## src/rtl/mwls_pkg.sv

```systemverilog
// Shared constants, codes and types of the motif window log-odds scanner.
`timescale 1ns / 1ps

package mwls_pkg;

	localparam int DEF_ALPHABET_SIZE = 4;
	localparam int DEF_CONTEXT_ORDER = 2;
	localparam int DEF_MAX_WIDTH     = 32;
	localparam int DEF_MAX_SEQ_LEN   = 65536;
	localparam int DEF_NUM_ROWS      = DEF_ALPHABET_SIZE ** (DEF_CONTEXT_ORDER + 1);

	// Item selector carried in the input tuser.
	localparam logic [1:0] FUNC_LOAD = 2'd0;
	localparam logic [1:0] FUNC_CODE = 2'd1;
	localparam logic [1:0] FUNC_END  = 2'd2;

	// Result kind carried in the output tuser.
	localparam logic KIND_WINDOW = 1'b0;
	localparam logic KIND_BEST   = 1'b1;

	// Configuration register indexes.
	localparam logic [0:0] REG_CUTOFF      = 1'b0;
	localparam logic [0:0] REG_MOTIF_WIDTH = 1'b1;

	localparam logic [23:0] CUTOFF_RESET = 24'd0;
	localparam logic [5:0]  WIDTH_RESET  = 6'd32;
	localparam logic signed [23:0] SCORE_MIN = 24'sh800000;

	typedef struct packed {
		logic [1:0]  func;
		logic        load_ok;
		logic [31:0] code;
		logic [5:0]  trow;
		logic [4:0]  tcol;
		logic [15:0] tval;
	} item_t;

	typedef struct packed {
		logic               kind;
		logic [15:0]        start_position;
		logic signed [23:0] score;
		logic               above_cutoff;
		logic               no_window;
	} result_t;

endpackage

```

## src/rtl/mwls_accum.sv

```systemverilog
// Window accumulator shift line, sequence bookkeeping and result register.
`timescale 1ns / 1ps

module mwls_accum import mwls_pkg::*; #(
	parameter int MAX_WIDTH   = DEF_MAX_WIDTH,
	parameter int MAX_SEQ_LEN = DEF_MAX_SEQ_LEN
) (
	input  logic                       clk,
	input  logic                       arst_n,
	input  logic                       in_valid,
	output logic                       in_ready,
	input  item_t                      in_item,
	input  logic [MAX_WIDTH-1:0][15:0] rd_data,
	input  logic signed [23:0]         cutoff,
	input  logic [5:0]                 motif_width,
	output logic                       out_valid,
	input  logic                       out_ready,
	output result_t                    out_res
);

	localparam int WW  = $clog2(MAX_WIDTH + 1);
	localparam int IW  = (MAX_WIDTH > 1) ? $clog2(MAX_WIDTH) : 1;
	localparam int PCW = $clog2(MAX_SEQ_LEN + 1);

	logic v_s4, adv4;
	logic [1:0] func_s4;
	logic signed [23:0] sums_q [MAX_WIDTH];
	logic signed [23:0] tsum [MAX_WIDTH];
	logic [PCW-1:0] count_q, cnt_next, start_d;
	logic signed [23:0] best_q;
	logic seen_q;
	logic out_v_q;
	result_t res_q;
	logic [WW-1:0] w_eff;
	logic [IW-1:0] sel;
	logic signed [23:0] win_sum;
	logic seq_step, win_done, res_go;

	assign adv4 = v_s4 && (!out_v_q || out_ready);
	assign in_ready = !v_s4 || adv4;

	always_comb begin
		if (motif_width == 6'd0) begin
			w_eff = WW'(1);
		end else if (32'(motif_width) > 32'(MAX_WIDTH)) begin
			w_eff = WW'(MAX_WIDTH);
		end else begin
			w_eff = WW'(motif_width);
		end
		// Entry j holds the window that started j positions ago; it takes column j.
		for (int j = 0; j < MAX_WIDTH; j++) begin
			if (WW'(j) < w_eff) begin
				tsum[j] = sums_q[j] + {{8{rd_data[j][15]}}, rd_data[j]};
			end else begin
				tsum[j] = sums_q[j];
			end
		end
		sel      = IW'(w_eff - WW'(1));
		win_sum  = tsum[sel];
		cnt_next = count_q + PCW'(1);
		start_d  = cnt_next - PCW'(w_eff);
		seq_step = adv4 && (func_s4 == FUNC_CODE) && (count_q < PCW'(MAX_SEQ_LEN));
		win_done = cnt_next >= PCW'(w_eff);
		res_go   = (seq_step && win_done) || (adv4 && (func_s4 == FUNC_END));
	end

	always_ff @(posedge clk or negedge arst_n) begin
		if (!arst_n) begin
			v_s4    <= 1'b0;
			out_v_q <= 1'b0;
			count_q <= '0;
			best_q  <= SCORE_MIN;
			seen_q  <= 1'b0;
			for (int j = 0; j < MAX_WIDTH; j++) begin
				sums_q[j] <= '0;
			end
		end else begin
			if (in_ready) v_s4 <= in_valid;
			if (res_go) begin
				out_v_q <= 1'b1;
			end else if (out_ready) begin
				out_v_q <= 1'b0;
			end
			if (seq_step) begin
				sums_q[0] <= '0;
				for (int j = 1; j < MAX_WIDTH; j++) begin
					sums_q[j] <= tsum[j-1];
				end
				count_q <= cnt_next;
				if (win_done) begin
					seen_q  <= 1'b1;
					if (win_sum > best_q) best_q <= win_sum;
				end
			end
			if (adv4 && func_s4 == FUNC_END) begin
				count_q <= '0;
				best_q  <= SCORE_MIN;
				seen_q  <= 1'b0;
			end
		end
	end

	always_ff @(posedge clk) begin
		if (in_ready) func_s4 <= in_item.func;
		if (seq_step && win_done) begin
			res_q.kind           <= KIND_WINDOW;
			res_q.start_position <= 16'(start_d);
			res_q.score          <= win_sum;
			res_q.above_cutoff   <= win_sum > cutoff;
			res_q.no_window      <= 1'b0;
		end else if (adv4 && func_s4 == FUNC_END) begin
			res_q.kind           <= KIND_BEST;
			res_q.start_position <= 16'd0;
			res_q.score          <= best_q;
			res_q.above_cutoff   <= seen_q && (best_q > cutoff);
			res_q.no_window      <= !seen_q;
		end
	end

	assign out_valid = out_v_q;
	assign out_res   = res_q;

	a_count_bound: assert property (@(posedge clk) disable iff (!arst_n)
		count_q <= PCW'(MAX_SEQ_LEN))
		else $error("position count beyond maximum sequence length");

	a_end_clears: assert property (@(posedge clk) disable iff (!arst_n)
		(adv4 && func_s4 == FUNC_END) |=> (count_q == '0 && !seen_q && best_q == SCORE_MIN))
		else $error("sequence state not cleared after end of sequence");

	a_seen_count: assert property (@(posedge clk) disable iff (!arst_n)
		seen_q |-> (count_q != '0))
		else $error("window seen with empty sequence");

	a_short_result: assert property (@(posedge clk) disable iff (!arst_n)
		(out_v_q && res_q.kind == KIND_BEST && res_q.no_window)
			|-> (res_q.score == SCORE_MIN && !res_q.above_cutoff))
		else $error("short sequence result carries a score");

endmodule

```

## config.mk

```make
export PLATFORM = sky130hd
export DESIGN_NAME = mwls_accum
export DESIGN_NICKNAME = d
export VERILOG_FILES = /design/src/rtl/mwls_pkg.sv /design/src/rtl/mwls_accum.sv
export SDC_FILE = /design/constraint.sdc
export NUM_CORES = 2
export LEC_CHECK = 0
export BUFFER_PORTS_ARGS = -buffer_cell sky130_fd_sc_hd__buf_2
export CELL_PAD_IN_SITES_DETAIL_PLACEMENT = 1
export CELL_PAD_IN_SITES_GLOBAL_PLACEMENT = 1
export CORE_ASPECT_RATIO = 0.75
export CORE_UTILIZATION = 30
export CTS_CLUSTER_SIZE = 12
export DETAILED_ROUTE_END_ITERATION = 10
export GPL_ROUTABILITY_DRIVEN = 0
export PLACE_DENSITY = 0.55
export SLEW_MARGIN = 20
export SYNTH_ARGS = -nofsm -noshare
export SYNTH_HDL_FRONTEND = slang
export SYNTH_SLANG_ARGS = --single-unit
```

## constraint.sdc

```tcl
create_clock -name clk -period 13.7 [get_ports clk]
set_input_delay 1.37 -clock clk [delete_from_list [all_inputs] [get_ports clk]]
set_output_delay 1.37 -clock clk [all_outputs]
set_load 0.01 [all_outputs]
```

======== Yosys cells after proc, flatten, opt, wreduce, memory -nomap -nowiden ========
Cells that the tools add are included.
storage, ports and cells
  logic and storage cells ................. 188
  output and inout port bits .............. 45
  ROM bits ................................ 0
  RAM bits ................................ 0
  input port bits ......................... 608
  memories ................................ 0
  latch bits .............................. 0
  flip-flop bits (word level) ............. 833
cells by class
  reductions and logical operators ........ 20
  shifts and indexed selects .............. 0
  div/mod/pow operators ................... 0
  magnitude comparators ................... 39
  multipliers ............................. 0
  equal/unequal tests ..................... 2
  bitwise gates (word level) .............. 1
  mux-type cells .......................... 50
  add/sub/neg operators ................... 34
operators with widths
  kind                                                                          count
  24-bit 2-to-1 mux                                                             38
  24-bit adder                                                                  31
  24-bit binary-select mux with 5-bit select                                    1
  5-bit by 6-bit less-than comparator with 1-bit output (first input constant)  16
  42-bit 2-to-1 mux                                                             2
  24-bit greater-than comparator                                                3
  4-bit by 6-bit less-than comparator with 1-bit output (first input constant)  8
  17-bit 2-to-1 mux                                                             2
  3-bit by 6-bit less-than comparator with 1-bit output (first input constant)  4
  17-bit by 1-bit adder with 17-bit output (second input constant)              1
  17-bit by 6-bit greater-or-equal comparator with 1-bit output                 1
  17-bit less-than comparator (second input constant)                           1
  16-bit by 6-bit subtractor with 16-bit output                                 1
  1-bit by 6-bit less-than comparator with 1-bit output (first input constant)  2
  2-bit by 6-bit less-than comparator with 1-bit output (first input constant)  2
  6-bit 2-to-1 mux                                                              2
  2-bit nonzero test                                                            5
  6-bit greater-or-equal comparator (second input constant)                     1
  6-bit greater-than comparator (second input constant)                         1
  1-bit logical AND                                                             6
  6-bit logical NOT                                                             1
  5-bit NOT with 6-bit output                                                   1
  1-bit 2-to-1 mux                                                              5
  5-bit by 1-bit subtractor with 5-bit output (second input constant)           1
  other kinds (6)                                                               10

======== Logic depth before layout (Yosys ltp) ========
  depth after elaboration ................. 13
  mapped depth ............................ 39
  mapped depth without buffers ............ 28

======== Worst setup path after synthesis ========
OpenSTA, ideal clock, no wires.
  path kind ............................... input to register
  from .................................... in motif_width[1]
  to ...................................... reg res_q (netlist bit out_res[1]) (data pin)
  data required time ...................... 13.430 ns
  data arrival time ....................... 7.974 ns
  stages .................................. 33
  path buffers ............................ 9
  library setup time ...................... 0.270 ns
  slack ................................... 5.456 ns
  path through ............................ clkbuf_1 > nor4_1 > o21ai_1 > clkbuf_1 > clkbuf_1 > clkbuf_1 > buf_1 > ha_1 > clkbuf_1 > nor2b_1 > clkbuf_1 > a21oi_1 > clkbuf_1 > clkbuf_1 > mux2i_1 > nand2_1 > a311oi_1 > nor3_1 > o31ai_1 > inv_1 > ha_1 > nor2b_1 > o21a_1 > o21a_1 > o21a_1 > o21a_1 > o21a_1 > o21ai_0 > nand2b_1 > a221oi_1 > o41ai_1 > a2111oi_0 > o21ai_0
on the way
  longest elaborated chain between the ends .. 10
  elaborated cells between the ends (all ways) .. 77
  classes of those cells .................. 1 x add/sub; 35 x order compare; 38 x mux; 1 x bitwise; 2 x reduce/logical
ends and longest elaborated chain
  element                                                                        line                                source
  start: declaration                                                             mwls_accum.sv:15                    input logic [5:0] motif_width,
  6-bit greater-than comparator                                                  mwls_accum.sv:45                    end else if (32'(motif_width) > 32'(MAX_WIDTH)) begin
  6-bit 2-to-1 mux                                                               mwls_accum.sv:45
  6-bit 2-to-1 mux *                                                             mwls_accum.sv:43                    if (motif_width == 6'd0) begin
  5-bit by 6-bit less-than comparator with 1-bit output (tied with other cells)  mwls_accum.sv:52                    if (WW'(j) < w_eff) begin
  24-bit 2-to-1 mux or 5-bit NOT with 6-bit output (tied branches)               mwls_accum.sv:52, mwls_accum.sv:59
  24-bit binary-select mux with 5-bit select                                     mwls_accum.sv:59                    win_sum = tsum[sel];
  24-bit 2-to-1 mux (not written as such) (2 in series)                          mwls_accum.sv:59
  24-bit greater-than comparator                                                 mwls_accum.sv:109                   res_q.above_cutoff <= win_sum > cutoff;
  42-bit 2-to-1 mux *                                                            mwls_accum.sv:105                   if (seq_step && win_done) begin
  end: declaration                                                               mwls_accum.sv:33                    result_t res_q;
Every way passes the cells marked *; elsewhere a longest branch is shown, timed or not. The select of a mux whose other input is x is not followed.
A chain may end at the register's enable or synchronous reset.

======== Worst setup path after layout ========
  from .................................... in motif_width[3]
  to ...................................... reg best_q[9]
on the way
  longest elaborated chain between the ends .. 12
  elaborated cells between the ends (all ways) .. 82
  classes of those cells .................. 1 x add/sub; 35 x order compare; 41 x mux; 1 x bitwise; 4 x reduce/logical
ends and longest elaborated chain
  element                                                                                 line              source
  6-bit greater-than comparator                                                           mwls_accum.sv:45
  6-bit 2-to-1 mux                                                                        mwls_accum.sv:45
  6-bit 2-to-1 mux *                                                                      mwls_accum.sv:43
  parallel branches: the longest is 9 deep, another holds 24-bit greater-than comparator  n/a
  end signal: assignment                                                                  mwls_accum.sv:92  if (win_sum > best_q) best_q <= win_sum;
  end: declaration                                                                        mwls_accum.sv:30  logic signed [23:0] best_q;
Every way passes the cells marked *. The select of a mux whose other input is x is not followed.

==> run summary <==
status - finished, final reports clean
CTS Hold Bufs - 0
Syn Nets - 12,000
Worst-Skew Late Latency - 0.80 ns
Fin Clk Skew - 0.03337 ns
unrepaired setup endpoints after global routing - no
Die X - 606.2 um
r2r worst-path depth - 23
total power - 0.02429 W
Post-Syn Area - 0.08215 mm2
r2r setup slk - 4.71 ns
Routed WL per cell - 30.16 um
first-pass GRT wire length - 627,400 um
commonest non-fill, non-tap cell in the layout - nand2_1
type of the most critical hold path - reg -> reg
antenna violations before repair - 70
number of flops mapped to enable cells by yosys - 43
Worst-Margin Slew - 1.188 ns
GRT Total Usage - 30.96%
Site Rows - 165
Starting Density - 30.33%
Vias/cell - 5.966
WP data arrival - 10.56 ns
post-synthesis async set-or-reset flop share - 94.55%
CTS Buf Count - 109
Relative slew margins - 19.96%
crit path time final - 9.889 ns
commonest non-fill, non-tap cells in the layout - nand2_1, o21ai_0, a21oi_1
port bufs - 592
Core ar. - 0.2709 mm2
quantity of gates resized following cts - 0
Seq/Total Area, Yosys - 25.38%
post-route cell area - 0.09345 mm2
CTS tree - done
die footprint - 0.2759 mm2
WP data required - 14.37 ns
Layout fillers - 32,750
Leakage - 42.24 nW
vias in the first global route - 86,120
Die H - 455.2 um
setup TNS - 0 ns
Setup Buffers After CTS - 0
Synth-to-Final Area Change - 13.76%
Yosys warnings - 0
post-synth top area share - 23.73%
pwr dens - 259.9 mW/mm2
Max Clock Freq - 101.1 MHz
Worst-path clk slew - 0.06 ns
post-synthesis register bit count - 825
clock sinks - 825
post-detail-place hpwl - 351,100 um
I/O Pins - 653
hold depth - 2
total grt overflow - 0
Distinct cells, synth - 109
placed cell area - 0.08932 mm2
Pins Over Slew Limit - 0
first drt pass iteration count - 6
nets@finish - 12,340
crit start category - primary input
H-tree depth - 3
Critical Path End Type - flop
syn avg cell area - 7.766 um2
Syn Inst Count - 10,580
Detailed Route WL - 441,100 um
Max clock buf depth - 3
Setup-failing EPs final - 0
Crit Path Max Fanout - 28
Max rail drop VDD - 0.1252 mV
Root Buffer - clkbuf_16
largest net degree at the start of global routing - 198
final hold vios - 0
main flop type after synthesis - dfrtp_1
fraction of layout cells with a size suffix above 1 - 10.73%
period utilisation layout - 72.19%
synth top area cells - dfrtp_1, ha_1, nand2_1, o21ai_0, a21oi_1
max-cap viol count - 0
via count - 87,260
drt drc - 0
area leader, netlist - dfrtp_1
critical setup path kind - in -> reg
1st-iter DRT viols - 7,711
Routed Antenna Nets - 0
[where the power goes]
group	switching, W	leakage, nW	internal [W]
clock network	0.00136	1.98	0.00203
logic	0.0105	30.2	0.00561
registers	0.00126	10.0	0.00354
total	0.0131	42.2	0.0112
[worst paths after layout]
| kind | start | to |
|---|---|---|
| max | motif_width[3] | best_q[9] |
| min | out_res[42] | out_res[42] |
| max reg2reg | sums_q[336] | best_q[9] |
| min reg2reg | out_res[42] | out_res[42] |
| max in group asynchronous | arst_n | sums_q[493] |
| min in group asynchronous | arst_n | sums_q[266] |
[metal layers]
layer / track usage [%] / vias to the layer above / part of all wire (%)
li1: - / 39730 / -
met2: 46.85 / 2915 / 43
met3: 5.060 / 597 / 6.9
met4: 12.46 / 14 / 4.5
met5: 0 / - / 0.022
met1: 43.59 / 44010 / 46
[cells in the mapped netlist, drive strengths merged, types with 141 or more instances]
| cell type | n |
|---|---|
| dfrtp | 779 |
| a211oi | 239 |
| nand2 | 1692 |
| a21o | 332 |
| o21ai | 1036 |
| clkbuf | 434 |
| o21a | 141 |
| xnor2 | 314 |
| xor2 | 269 |
| nand3 | 209 |
| nor3 | 161 |
| inv | 215 |
| a31oi | 169 |
| ha | 786 |
| o211ai | 181 |
| mux2i | 213 |
| a21oi | 949 |
| nor2 | 809 |
[cell families (layout without fill, tap and decap cells)]
| group | after synthesis | in the layout | synth area share (%) |
|---|---|---|---|
| AO/OA/AOI/OAI | 3815 | 3815 | 29.61 |
| XOR/XNOR | 583 | 583 | 6.216 |
| adder cells (fa/ha/maj) | 818 | 818 | 12.75 |
| buffers and inverters | 763 | 1190 | 3.558 |
| flip-flops | 825 | 825 | 25.38 |
| multiplexers | 296 | 296 | 3.916 |
| other | 0 | 30 | 0 |
| AND/OR/NAND/NOR | 3478 | 3478 | 18.57 |
[cell type report]
cell class                      count  area, um2  share of cell area, %
Timing Repair Buffer              768       4448                  4.760
Inverter                          219      827.0                 0.8850
Sequential cell                   825      20850                  22.31
Tap cell                         3590       4492                  4.807
Clock inverter                     52      872.1                 0.9332
Antenna cell                       30      75.07                0.08034
Multi-Input combinational cell   8990      58720                  62.84
Clock buffer                      151       3159                  3.381
[stage by stage]
| step | hold WS [ns] | utilization, % | setup WS (ns) | cells |
|---|---|---|---|---|
| 5_1_grt | 0.5145 | 34.48 | 3.453 | 14610 |
| 3_5_place_dp | 0.4884 | 32.98 | 3.165 | 14390 |
| 2_1_floorplan | 0.4586 | - | 5.456 | 10580 |
| 3_3_place_gp | 0.4618 | 32.96 | 3.063 | 14390 |
| 6_report | 0.4983 | 34.50 | 3.811 | 14630 |
| 4_1_cts | 0.5013 | 34.47 | 4.001 | 14600 |
[worst max-delay path, stage by stage]
cell      delay, ns
buf_2          0.10
buf_4          0.26
nor4_1         0.58
o21ai_4        0.18
ha_4           0.26
nor2b_2        0.54
buf_4          0.30
nand2_1        0.07
nand2_1        0.64
buf_4          0.36
nand4b_1       0.13
o311ai_0       0.28
a21oi_1        0.15
o21ai_0        0.13
o22ai_1        0.19
o21ai_0        0.73
o21ai_1        0.51
ha_1           0.46
nand4_1        0.19
nor4_1         0.87
o211ai_1       0.19
a21oi_1        0.19
nor3_1         0.08
xnor2_1        0.17
a311oi_4       0.70
buf_4          0.43
mux2_2         0.38
[sequential cells by signal, summed over array words and instances (netlist names)]
name,count
func_s4,2
seen_q,1
out_res,43
best_q,24
sums_q,736
count_q,17
out_valid,1
v_s4,1
Note: power is estimated with default switching activity, not from simulation.
